--- src/hdl/fem_pkg.sv ---
// Package with shared types and constants of the free extent manager.
`default_nettype none
package fem_pkg;
   localparam int MAX_EXTENTS_DEF = 64;
   localparam int OFFSET_BITS_DEF = 32;
   localparam int FIELD_BITS = 32;

   localparam logic [2:0] ST_OK      = 3'd0;
   localparam logic [2:0] ST_DUP     = 3'd1;
   localparam logic [2:0] ST_OV_PREV = 3'd2;
   localparam logic [2:0] ST_OV_NEXT = 3'd3;
   localparam logic [2:0] ST_FULL    = 3'd4;

   localparam logic OP_RELEASE = 1'b0;
   localparam logic OP_CLAIM   = 1'b1;

   typedef enum logic [3:0] {
      S_IDLE,
      S_SRCH_RD,
      S_SRCH_CHK,
      S_SRCH_PREV,
      S_DECIDE,
      S_SHUP_RD,
      S_SHUP_WR,
      S_SHDN_RD,
      S_SHDN_WR,
      S_APPLY,
      S_APPLY_PREV,
      S_RESP
   } state_type;

   // Commands from the controller to the datapath.
   typedef struct packed {
      logic load;       // capture request, clear index
      logic cmp;        // compare read data, advance or stop search
      logic prev;       // capture the entry before the search position
      logic decide;     // evaluate action with prev and next data
      logic rd_prev;    // read entry at index-1 (shift up)
      logic rd_next;    // read entry at index+1 (shift down)
      logic wr_shift;   // write shifted entry, step index
      logic apply;      // write at the search position and update the count
      logic apply_prev; // write the previous entry
   } cmd_type;

   // Status from the datapath to the controller.
   typedef struct packed {
      logic srch_done;
      logic reject;      // decision: status only, no change
      logic need_up;     // decision: open a hole (insert)
      logic need_down;   // decision: close a hole (remove)
      logic shift_done;
   } sts_type;
endpackage
`default_nettype wire

--- src/hdl/fem_ctrl.sv ---
// Controller state machine of the free extent manager.
`default_nettype none
module fem_ctrl (
   input  wire logic             clock,
   input  wire logic             reset,
   input  wire logic             req_tvalid,
   output logic                  req_tready,
   output logic                  rsp_tvalid,
   input  wire logic             rsp_tready,
   output fem_pkg::cmd_type      cmd,
   input  wire fem_pkg::sts_type sts
);
   import fem_pkg::*;

   state_type state_ff, state_in;

   always_ff @(posedge clock) begin
      if (reset) begin
         state_ff <= S_IDLE;
      end else begin
         state_ff <= state_in;
      end
   end

   always_comb begin
      state_in   = state_ff;
      cmd        = '0;
      req_tready = 1'b0;
      rsp_tvalid = 1'b0;
      case (state_ff)
         S_IDLE: begin
            req_tready = 1'b1;
            if (req_tvalid) begin
               cmd.load = 1'b1;
               state_in = S_SRCH_RD;
            end
         end
         S_SRCH_RD: begin
            state_in = S_SRCH_CHK;
         end
         S_SRCH_CHK: begin
            cmd.cmp = 1'b1;
            if (sts.srch_done) begin
               state_in = S_SRCH_PREV;
            end
         end
         S_SRCH_PREV: begin
            cmd.prev = 1'b1;
            state_in = S_DECIDE;
         end
         S_DECIDE: begin
            cmd.decide = 1'b1;
            if (sts.reject) begin
               state_in = S_RESP;
            end else if (sts.need_up) begin
               state_in = S_SHUP_RD;
            end else if (sts.need_down) begin
               state_in = S_SHDN_RD;
            end else begin
               state_in = S_APPLY;
            end
         end
         S_SHUP_RD: begin
            if (sts.shift_done) begin
               state_in = S_APPLY;
            end else begin
               cmd.rd_prev = 1'b1;
               state_in    = S_SHUP_WR;
            end
         end
         S_SHUP_WR: begin
            cmd.wr_shift = 1'b1;
            state_in     = S_SHUP_RD;
         end
         S_SHDN_RD: begin
            if (sts.shift_done) begin
               state_in = S_APPLY;
            end else begin
               cmd.rd_next = 1'b1;
               state_in    = S_SHDN_WR;
            end
         end
         S_SHDN_WR: begin
            cmd.wr_shift = 1'b1;
            state_in     = S_SHDN_RD;
         end
         S_APPLY: begin
            cmd.apply = 1'b1;
            state_in  = S_APPLY_PREV;
         end
         S_APPLY_PREV: begin
            cmd.apply_prev = 1'b1;
            state_in       = S_RESP;
         end
         S_RESP: begin
            rsp_tvalid = 1'b1;
            if (rsp_tready) begin
               state_in = S_IDLE;
            end
         end
         default: state_in = S_IDLE;
      endcase
   end

   assert property (@(posedge clock) disable iff (reset)
      (rsp_tvalid && !rsp_tready) |=> rsp_tvalid)
      else $error("response dropped while stalled");
   assert property (@(posedge clock) disable iff (reset)
      !(req_tready && rsp_tvalid))
      else $error("accepting while a response is pending");
   assert property (@(posedge clock) disable iff (reset)
      $onehot0({cmd.apply, cmd.apply_prev, cmd.wr_shift, cmd.load}))
      else $error("conflicting datapath commands");
endmodule
`default_nettype wire

--- config.mk ---
export PLATFORM = sky130hd
export DESIGN_NAME = fem_ctrl
export DESIGN_NICKNAME = d
export VERILOG_FILES = /design/src/hdl/fem_pkg.sv /design/src/hdl/fem_ctrl.sv
export SDC_FILE = /design/constraint.sdc
export NUM_CORES = 1
export LEC_CHECK = 0
export BUFFER_PORTS_ARGS = -buffer_cell sky130_fd_sc_hd__buf_2
export CORE_AREA = 10 10 47 49
export CTS_BUF_LIST = sky130_fd_sc_hd__clkbuf_8
export DETAILED_ROUTE_END_ITERATION = 10
export DIE_AREA = 0 0 57 59
export GPL_TIMING_DRIVEN = 0
export SLEW_MARGIN = 20
export SYNTH_ARGS = -nofsm -noshare
export SYNTH_HDL_FRONTEND = slang
export SYNTH_SLANG_ARGS = --single-unit
--- constraint.sdc ---
create_clock -name clock -period 1.61 [get_ports clock]
set_clock_uncertainty 0.05 [all_clocks]
set_input_delay 0.322 -clock clock [delete_from_list [all_inputs] [get_ports clock]]
set_output_delay 0.322 -clock clock [all_outputs]
set_load 0.005 [all_outputs]
=== Yosys cells after proc, flatten, opt, wreduce, memory -nomap -nowiden ===
Index checks and enable logic that the tools add are counted.

* Word-level logic and storage cells: 40
* Flip-flop bits (word level): 4
* Input bits: 9
* Output and inout port bits: 11

* Equal/unequal tests: 14
* Reduce and logical (&&, ||, !) cells: 3
* Muxes and demuxes: 22

{| class="wikitable"
|+ Operators by type and width
! kind !! number
|-
| $pmux 4 s12 || 1
|-
| $mux 4 || 7
|-
| $eq 4x3->1 const B || 4
|-
| $eq 4x4->1 const B || 4
|-
| $mux 1 || 14
|-
| $eq 4x2->1 const B || 2
|-
| $ne 2x2->1 const B || 3
|-
| $eq 4x1->1 const B || 1
|-
| $logic_not 4->1 || 1
|-
| $reduce_and 3->1 || 1
|-
| $reduce_or 2->1 || 1
|}

=== Logic depth before layout (Yosys ltp) ===
Gate-level depths: netlist of the first run.

* Depth after elaboration: 4
* Depth in mapped cells: 5
* Mapped depth without buffers: 4

=== Worst setup path after synthesis of the first run ===
No wires, ideal clock.

* Path kind: register to output
* From: reg state_ff[2]
* To: out cmd[8] (netlist name)
* Cell stages (with the launch flop): 4
* Buffers on the path: 1
* Required time: 1.238 ns
* Path slack: 0.291 ns
* Arrival: 0.947 ns
* Path through: dfxtp_1 > buf_2 > nor4_2 > and2_1

{| class="wikitable"
|+ RTL lines
! element !! RTL line !! source
|-
| start: declaration || fem_ctrl.sv:15 || <nowiki>state_type state_ff, state_in;</nowiki>
|-
| start signal: assignment || fem_ctrl.sv:21 || <nowiki>state_ff <= state_in;</nowiki>
|-
| end: declaration || fem_ctrl.sv:10 || <nowiki>output fem_pkg::cmd_type cmd,</nowiki>
|}

==> key figures, run 1 <==
Clock network
  – CTS buffer count: 3
  – Max Buffers Root-to-Sink: 2
  – Clock root buffer master: clkbuf_8
  – Clock slew at the register clock pins of the worst setup and hold paths: 0.03 ns
  – Post-CTS Hold Buffers: 0
  – TritonCTS clock tree: built
  – Clock sink count: 4
  – H-tree Lvls: 1
  – Clk_lat worst skew: 0.21 ns

Power
  – Switching Power: 159 µW
  – Final total power: 524 µW
  – Sw frac: 30.4%
  – VDD IR max: 0.000566 V
  – Pwr Density: 842 mW/mm²
  – Combinational Power Share: 36.5%
  – Seq pwr share: 24.4%
  – Leak Pwr: 0.000285 µW
  – Share of total power in the clock network: 39.1%
  – Internal Power: 365 µW

Worst setup path
  – R2R Path Start: state_ff[2]$_SDFFE_PP0P_
  – Critical Path Source: state_ff[2]$_SDFFE_PP0P_
  – CP Data Required Time: 1.24 ns
  – R2R Setup Slk: 0.19 ns
  – WP data arrival: 1.20 ns
  – CP Launch Type: flip-flop
  – CP endpoint kind: output port
  – Max FO, Critical Path: 5
  – Kind of critical path: flip-flop to output port

Hold path
  – Hold Crit Class: primary input to flip-flop
  – Hold path startpoint: reset

Timing
  – Setup_tns: 0 ns
  – Hold Fails Final Rpt: 0
  – Final setup fails: 0
  – Slew headroom: 74.0%
  – Minimum clock period: 1.57 ns
  – Max frequency: 635 MHz
  – Worst-Margin Slew: 0.380 ns
  – Period utilization: 97.8%
  – Slew Limit Fails: 0
  – RSZ-0062 raised after global routing: yes

Layout
  – Reg with most FFs: state_ff
  – Fin nets: 92
  – ANT cells: 0
  – Synthesis-to-finish area growth: 52.0%
  – Post-Route Utilization: 44.4%
  – Commonest non-fill, non-tap cell in the layout: buf_2
  – Largest registers: state_ff x4
  – Ratio of cells with drive above 1 in the final layout: 44.4%
  – Leading cell types in the layout, fill and taps excluded: buf_2, nor2_1, nor3_1
  – Largest register FFs: 4

GRT
  – Vias in the first global route: 488
  – Grt ovf: 0
  – Initial antenna violation count: 0
  – Gr usage total: 6.96%
  – First-pass GRT wire length: 1970 µm
  – Pin count of the biggest net entering global routing: 11

Route
  – Number of vias per cell: 5.09
  – # DRC: 0
  – Pre-antenna DRT Iters: 4
  – Final WL: 1350 µm
  – Post-DRT Antenna Nets: 0
  – Vias: 494
  – DRC marker count from the first detailed-route iteration: 9
  – Avg WL per Cell: 13.9 µm

Floorplanning
  – Core area: 0.00140 mm²
  – Die area: 0.00336 mm²
  – I/O pins: 20
  – Initial cell density of the core: 29.2%
  – DIE HEIGHT: 59 µm
  – Die Wd: 57 µm
  – Rows: 14

Synthesis
  – Complex-gate fraction of the synthesized area: 27.2%
  – Seq/Total Area, Yosys: 19.6%
  – Yosys cell types: 25
  – #FFs+latches synth: 4
  – Post-synthesis simple-gate area fraction: 38.2%
  – Post-synthesis adder-cell area fraction: 0%
  – Post-synthesis xor/xnor area fraction: 0%
  – Syn Std Cell Area: 409 µm²
  – Synth Instances: 58
  – Syn_nets: 67
  – Largest family of logic cells by synthesized area: simple AND/OR/NAND/NOR gates
  – Yosys warns: 0
  – Post-synthesis mux area share: 4.89%
  – Mean Syn Cell Area: 7.05 µm²

Job
  – Number of max-cap violations: 0

Run status
  – Outcome: complete, no violations

Place
  – Port Buf Inserts: 19
  – Hpwl dp: 994 µm
  – Routability cong.: 0.863
power groups by stage:
stage / sequential (µW) / clock, µW / combinational, µW
final: 128 / 205 / 191
after detailed placement: 124 / 0 / 169
after CTS: 124 / 210 / 172
after global routing: 129 / 217 / 209
after global placement: 123 / 0 / 168
after floorplan: 121 / 0 / 117
cell families after synthesis:
logic type | Yosys count
AO/OA/AOI/OAI | 15
multiplexers | 2
AND/OR/NAND/NOR | 29
buffers and inverters | 8
flip-flops | 4
area by class of cell:
type	instances	area (µm²)
fillers	162	779
plain buffers	4	45.0
repair buffers	20	103
clock buffers	3	41.3
multi-input cells	46	315
well taps	16	20.0
flip-flops and latches	4	82.6
inverters	4	15.0
worst paths after layout:
path / end / cells after the start
worst max-delay path: cmd[2] / 4
worst min-delay path: state_ff[0]$_SDFFE_PP0P_ / 2
worst min register to register: state_ff[1]$_SDFFE_PP0P_ / 2
worst max register to register: state_ff[1]$_SDFFE_PP0P_ / 6
metrics by stage:
stage               setup WS, ns  hold slack (ns)  instance area (µm²)  std cells
finish                    0.0360            0.265                  622         97
global route             -0.0464            0.265                  622         97
CTS                      0.00373            0.257                  572         96
detailed placement         0.170            0.473                  524         93
global placement           0.172            0.467                  524         93
floorplan                  0.291            0.341                  409         58
critical path, stage by stage (launching register included):
cell and delay, ns:
dfxtp_1 0.33, nand2b_2 0.23, mux2i_1 0.15, nor2b_4 0.16, buf_2 0.12
cells in the mapped netlist:
cell type  instances  area, µm²
a31oi_1            1       6.26
o41a_1             1       11.3
inv_1              4       15.0
o311ai_1           1       8.76
buf_6              1       11.3
a22oi_1            1       7.51
o41ai_1            1       8.76
o21ai_0            2       10.0
a21o_1             2       15.0
a2111oi_0          1       8.76
nor2b_4            1       13.8
o21ai_1            1       5.00
nand2_1            4       15.0
and2_1             1       6.26
nor3b_1            1       7.51
nor4_2             1       12.5
a21oi_1            2       10.0
dfxtp_1            4       80.1
nor3_1             8       40.0
buf_2              3       15.0
nor2_1             8       30.0
a22oi_2            1       12.5
mux2i_1            2       20.0
o21a_1             1       7.51
nand2b_1           5       31.3
per-layer routing:
layer | vias to the layer above | GRT usage [%] | share of wire, %
met3 | 2 | 2.79 | 7.7
met1 | 221 | 6.53 | 38
li1 | 255 | - | -
met5 | - | 0 | 0
met4 | 0 | 5.37 | 2.0
met2 | 16 | 11.9 | 52
timing repair:
item                       in CTS  in global routing
setup endpoints to repair       4                  5
pin swaps                       0                  1
setup buffers                   0                  1
gates resized for setup         3                 12
Note: power is estimated with default switching activity, not from simulation.
==> run 2: changes to the inputs <==
Clock period 1.61 ns to 1.7 ns, I/O delays scaled along.
==> run 2 against run 1 <==
Global-route usage is 0.22 points lower. Sequential power down 9%. Clock-buffer cell count is the same. Register-to-register slack improved by 0.14 ns. Die area is the same. Via count is 2.2% lower. Total power is 9.8% lower.
==> key figures, run 2 (synthesis results as in run 1) <==
Run status
  – Outcome: complete, no violations

Layout
  – Ratio of cells with drive above 1 in the final layout: 38.8%
  – ANT cells: 0
  – Fin nets: 91
  – Leading cell types in the layout, fill and taps excluded: buf_2, nor2_1, nor3_1
  – Commonest non-fill, non-tap cell in the layout: buf_2
  – Reg with most FFs: state_ff
  – Largest register FFs: 4
  – Largest registers: state_ff x4
  – Synthesis-to-finish area growth: 40.4%

Timing
  – Slew headroom: 74.4%
  – Worst-Margin Slew: 0.374 ns
  – Period utilization: 95.6%
  – Final setup fails: 0
  – Slew Limit Fails: 0
  – Hold Fails Final Rpt: 0
  – Max frequency: 615 MHz
  – Minimum clock period: 1.63 ns
  – Final hold slack: 0.278 ns

GRT
  – Initial antenna violation count: 0
  – Grt ovf: 0
  – Gr usage total: 6.74%
  – Vias in the first global route: 478
  – First-pass GRT wire length: 1900 µm
  – Pin count of the biggest net entering global routing: 11

Floorplanning
  – Die Wd: 57 µm
  – I/O pins: 20
  – Core area: 0.00140 mm²
  – Rows: 14
  – Initial cell density of the core: 29.2%
  – Die area: 0.00336 mm²
  – DIE HEIGHT: 59 µm

Power
  – Final total power: 473 µW
  – Leak Pwr: 0.000276 µW
  – Combinational Power Share: 34.2%
  – Seq pwr share: 24.8%
  – Pwr Density: 823 mW/mm²
  – Sw frac: 30.0%
  – Share of total power in the clock network: 41.0%
  – VDD IR max: 0.000538 V
  – Switching Power: 142 µW
  – Internal Power: 331 µW

Job
  – Number of max-cap violations: 0

Route
  – Routed wl met2: 619 µm
  – Number of vias per cell: 5.03
  – # DRC: 0
  – Final WL: 1220 µm
  – Met1 WL: 483 µm
  – Vias: 483
  – Post-DRT Antenna Nets: 0
  – Top routing layer used: met4
  – DRC marker count from the first detailed-route iteration: 2
  – Met3 Wirelength: 91 µm
  – Avg WL per Cell: 12.7 µm
  – Pre-antenna DRT Iters: 3

Place
  – Port Buf Inserts: 19
  – Hpwl dp: 994 µm
  – Routability cong.: 0.863

Worst setup path
  – R2R Path Start: state_ff[3]$_SDFFE_PP0P_
  – CP Data Required Time: 1.31 ns
  – CP Launch Type: flip-flop
  – WP data arrival: 1.24 ns
  – Kind of critical path: flip-flop to output port
  – Max FO, Critical Path: 10
  – CP endpoint kind: output port
  – Critical Path Source: state_ff[1]$_SDFFE_PP0P_

Clock network
  – Max Buffers Root-to-Sink: 2
  – CTS buffer count: 3
  – TritonCTS clock tree: built
  – Post-CTS Hold Buffers: 0
  – Clock slew at the register clock pins of the worst setup and hold paths: 0.03 ns
  – H-tree Lvls: 1
  – Clk_lat worst skew: 0.21 ns
  – Clock sink count: 4
  – Clock root buffer master: clkbuf_8

Hold path
  – Hold Crit Class: primary input to flip-flop
  – Hold path startpoint: reset
## run 2: routing by layer
metal | vias up | GRT usage (%)
met5 | - | 0
met4 | 0 | 5.37
met3 | 2 | 2.79
met2 | 12 | 11.3
met1 | 212 | 6.41
li1 | 257 | -
## run 2: critical path, cell delays in order, from the launching register on
cell and delay (ns):
dfxtp_1 0.33, clkbuf_4 0.21, nand2_1 0.15, nor3_1 0.18, buf_2 0.15
## run 2: repair_timing
action | CTS | global route
hold endpoints to repair | 0 | 0
gates resized for setup | 0 | 3
endpoints found under the setup margin | 0 | 4
buffers inserted | 0 | 0
## run 2: through the flow
| step | TNS [ns] | setup WS [ns] | utilization [%] | cells | cell area [µm²] |
|---|---|---|---|---|---|
| detailed placement | 0 | 0.242 | 37.4 | 93 | 524 |
| floorplan | 0 | 0.363 | - | 58 | 409 |
| global route | -0.0297 | -0.0280 | 41.0 | 96 | 574 |
| finish | 0 | 0.0740 | 41.0 | 96 | 574 |
| global placement | 0 | 0.244 | 37.4 | 93 | 524 |
| CTS | 0 | 0.00449 | 40.4 | 96 | 566 |
## run 2: path summary, 6_finish.rpt
check / to / depth (start not counted) / slack, ns
worst max-delay path: cmd[3] / 4 / 0.07
worst min-delay path: state_ff[0]$_SDFFE_PP0P_ / 2 / 0.28
worst max register to register: state_ff[1]$_SDFFE_PP0P_ / 4 / 0.33
worst min register to register: state_ff[1]$_SDFFE_PP0P_ / 2 / 0.48
## run 2: layout make-up
| type | count | area, µm² |
|---|---|---|
| plain buffers | 4 | 28.8 |
| clock buffers | 3 | 41.3 |
| fillers | 164 | 827 |
| inverters | 4 | 15.0 |
| multi-input cells | 46 | 293 |
| flip-flops and latches | 4 | 81.3 |
| well taps | 16 | 20.0 |
| repair buffers | 19 | 95.1 |
## run 2: power groups by stage
stage                     clock [µW]  combinational [µW]  sequential (µW)
after floorplan                    0                 111              115
after global placement             0                 159              117
after detailed placement           0                 160              117
after CTS                        199                 160              116
after global routing             206                 178              119
final                            194                 161              117
==> run 3: changes to the inputs <==
Clock period 1.7 ns to 1.9 ns, I/O delays scaled along.
==> run 3 against run 2 <==
Combinational power shrank 11%. Routed wire length grew 0.57%. Worst hold slack gained 0.055 ns. Sequential power shrank 11%. First-iteration DRC count grew to 5.5 times the previous value. Die area is the same. Sequential share of layout area is essentially flat. Cell count is the same. Critical path depth is the same. Non-clock buffer count is the same. Total power shrank 11%. Largest cell class unchanged.
==> key figures, run 3 (synthesis results as in run 1) <==
Run status
  – Outcome: complete, no violations

Timing
  – RSZ-0062 raised after global routing: no
  – Worst-Margin Slew: 0.382 ns
  – Final setup fails: 0
  – Setup_tns: 0 ns
  – Slew headroom: 73.9%
  – Minimum clock period: 1.73 ns
  – Final worst setup slack: 0.173 ns
  – Hold Fails Final Rpt: 0
  – Period utilization: 90.9%
  – Max frequency: 579 MHz
  – Slew Limit Fails: 0

Hold path
  – Hold path endpoint: state_ff[0]$_SDFFE_PP0P_
  – Hold Crit Depth: 2
  – Hold Crit Class: primary input to flip-flop
  – Hold path startpoint: reset

Place
  – Hpwl dp: 994 µm
  – Placed inst area: 524 µm²
  – Routability cong.: 0.863
  – Setup WS pre-CTS: 0.402 ns
  – Inst Count DP: 93
  – Port Buf Inserts: 19

Clock network
  – Post-CTS Setup Bufs: 0
  – Clock sink count: 4
  – Post-CTS Hold Buffers: 0
  – Clock slew at the register clock pins of the worst setup and hold paths: 0.03 ns
  – Clk_lat worst skew: 0.21 ns
  – H-tree Lvls: 1
  – Cts repair resizes: 0
  – Clock root buffer master: clkbuf_8
  – CTS buffer count: 3
  – TritonCTS clock tree: built
  – Max Buffers Root-to-Sink: 2

GRT
  – First-pass GRT wire length: 1900 µm
  – Initial antenna violation count: 0
  – Vias in the first global route: 478
  – Gr usage total: 6.74%
  – Grt ovf: 0
  – Pin count of the biggest net entering global routing: 11

Worst setup path
  – Max FO, Critical Path: 10
  – CP Data Required Time: 1.47 ns
  – Kind of critical path: flip-flop to output port
  – R2R Path Start: state_ff[3]$_SDFFE_PP0P_
  – Worst r2r path cells: 4
  – CP Launch Type: flip-flop
  – WP data arrival: 1.30 ns
  – R2R Setup Slk: 0.52 ns
  – Critical Path Source: state_ff[1]$_SDFFE_PP0P_
  – RR Endpoint: state_ff[1]$_SDFFE_PP0P_
  – CP endpoint kind: output port

Power
  – Combinational Power Share: 34.0%
  – Sw frac: 30.2%
  – Pwr Density: 743 mW/mm²
  – Share of total power in the clock network: 41.3%
  – VDD IR max: 0.000479 V
  – Seq pwr share: 24.7%
  – Internal Power: 293 µW
  – Leak Pwr: 0.000272 µW
  – Switching Power: 127 µW

Route
  – Vias: 485
  – Avg WL per Cell: 12.8 µm
  – Final WL: 1230 µm
  – DRC marker count from the first detailed-route iteration: 11
  – Post-DRT Antenna Nets: 0
  – Number of vias per cell: 5.05
  – Pre-antenna DRT Iters: 4
  – # DRC: 0

Floorplanning
  – Rows: 14
  – Core area: 0.00140 mm²
  – Die Wd: 57 µm
  – DIE HEIGHT: 59 µm
  – Initial cell density of the core: 29.2%
  – Die area: 0.00336 mm²
  – I/O pins: 20

Layout
  – Filler cell count: 166
  – Final cell count without fillers: 96
  – ANT cells: 0
  – Ratio of cells with drive above 1 in the final layout: 36.3%
  – Commonest non-fill, non-tap cell in the layout: buf_2
  – Leading cell types in the layout, fill and taps excluded: buf_2, nor3_1, nor2_1
  – Post-route cell area: 566 µm²
  – Largest register FFs: 4
  – Synthesis-to-finish area growth: 38.2%
  – Largest registers: state_ff x4
  – Reg with most FFs: state_ff
  – Fin nets: 91

Job
  – Number of max-cap violations: 0
## run 3: cell count changes in the layout (fill, tap and decap cells not counted), sizes merged
cell    previous run  this run
buf               22        23
clkbuf             4         3
## run 3: worst max-delay path by stage
stage,to,depth (start not counted)
6_report,cmd[6],4
4_1_cts,cmd[6],4
3_3_place_gp,cmd[6],4
3_5_place_dp,cmd[6],4
2_1_floorplan,cmd[8],3
5_1_grt,cmd[6],4
## run 3: layer usage
| layer | up-vias | track usage [%] | wire length [µm] |
|---|---|---|---|
| li1 | 254 | - | - |
| met1 | 208 | 6.41 | 474 |
| met2 | 21 | 11.3 | 609 |
| met3 | 2 | 2.79 | 117 |
| met4 | 0 | 5.37 | 27 |
| met5 | - | 0 | 0 |
## run 3: through the flow
step | utilization [%] | power (µW) | hold slack [ns]
floorplan | - | 202 | 0.399
global placement | 37.4 | 247 | 0.467
detailed placement | 37.4 | 248 | 0.473
CTS | 40.4 | 425 | 0.323
global route | 40.4 | 446 | 0.330
finish | 40.4 | 420 | 0.333
## run 3: power by group through the flow
stage / Combinational, µW / Clock (µW) / Sequential, µW
2_1_floorplan: 99.1 / 0 / 102
3_3_place_gp: 142 / 0 / 105
3_5_place_dp: 143 / 0 / 105
4_1_cts: 143 / 178 / 104
5_1_grt: 157 / 184 / 105
6_report: 143 / 173 / 104
## run 3: final cells by class
type	count	area [µm²]	area share, %
multi-input cells	46	288	50.9
flip-flops and latches	4	80.1	14.2
inverters	4	15.0	2.65
repair buffers	19	95.1	16.8
well taps	16	20.0	3.54
plain buffers	4	26.3	4.65
clock buffers	3	41.3	7.30
## run 3: critical path, cell delays in order, from the launching register on
cell,delay [ns]
dfxtp_1,0.33
buf_2,0.23
nand2_1,0.15
nor3_1,0.22
buf_2,0.16
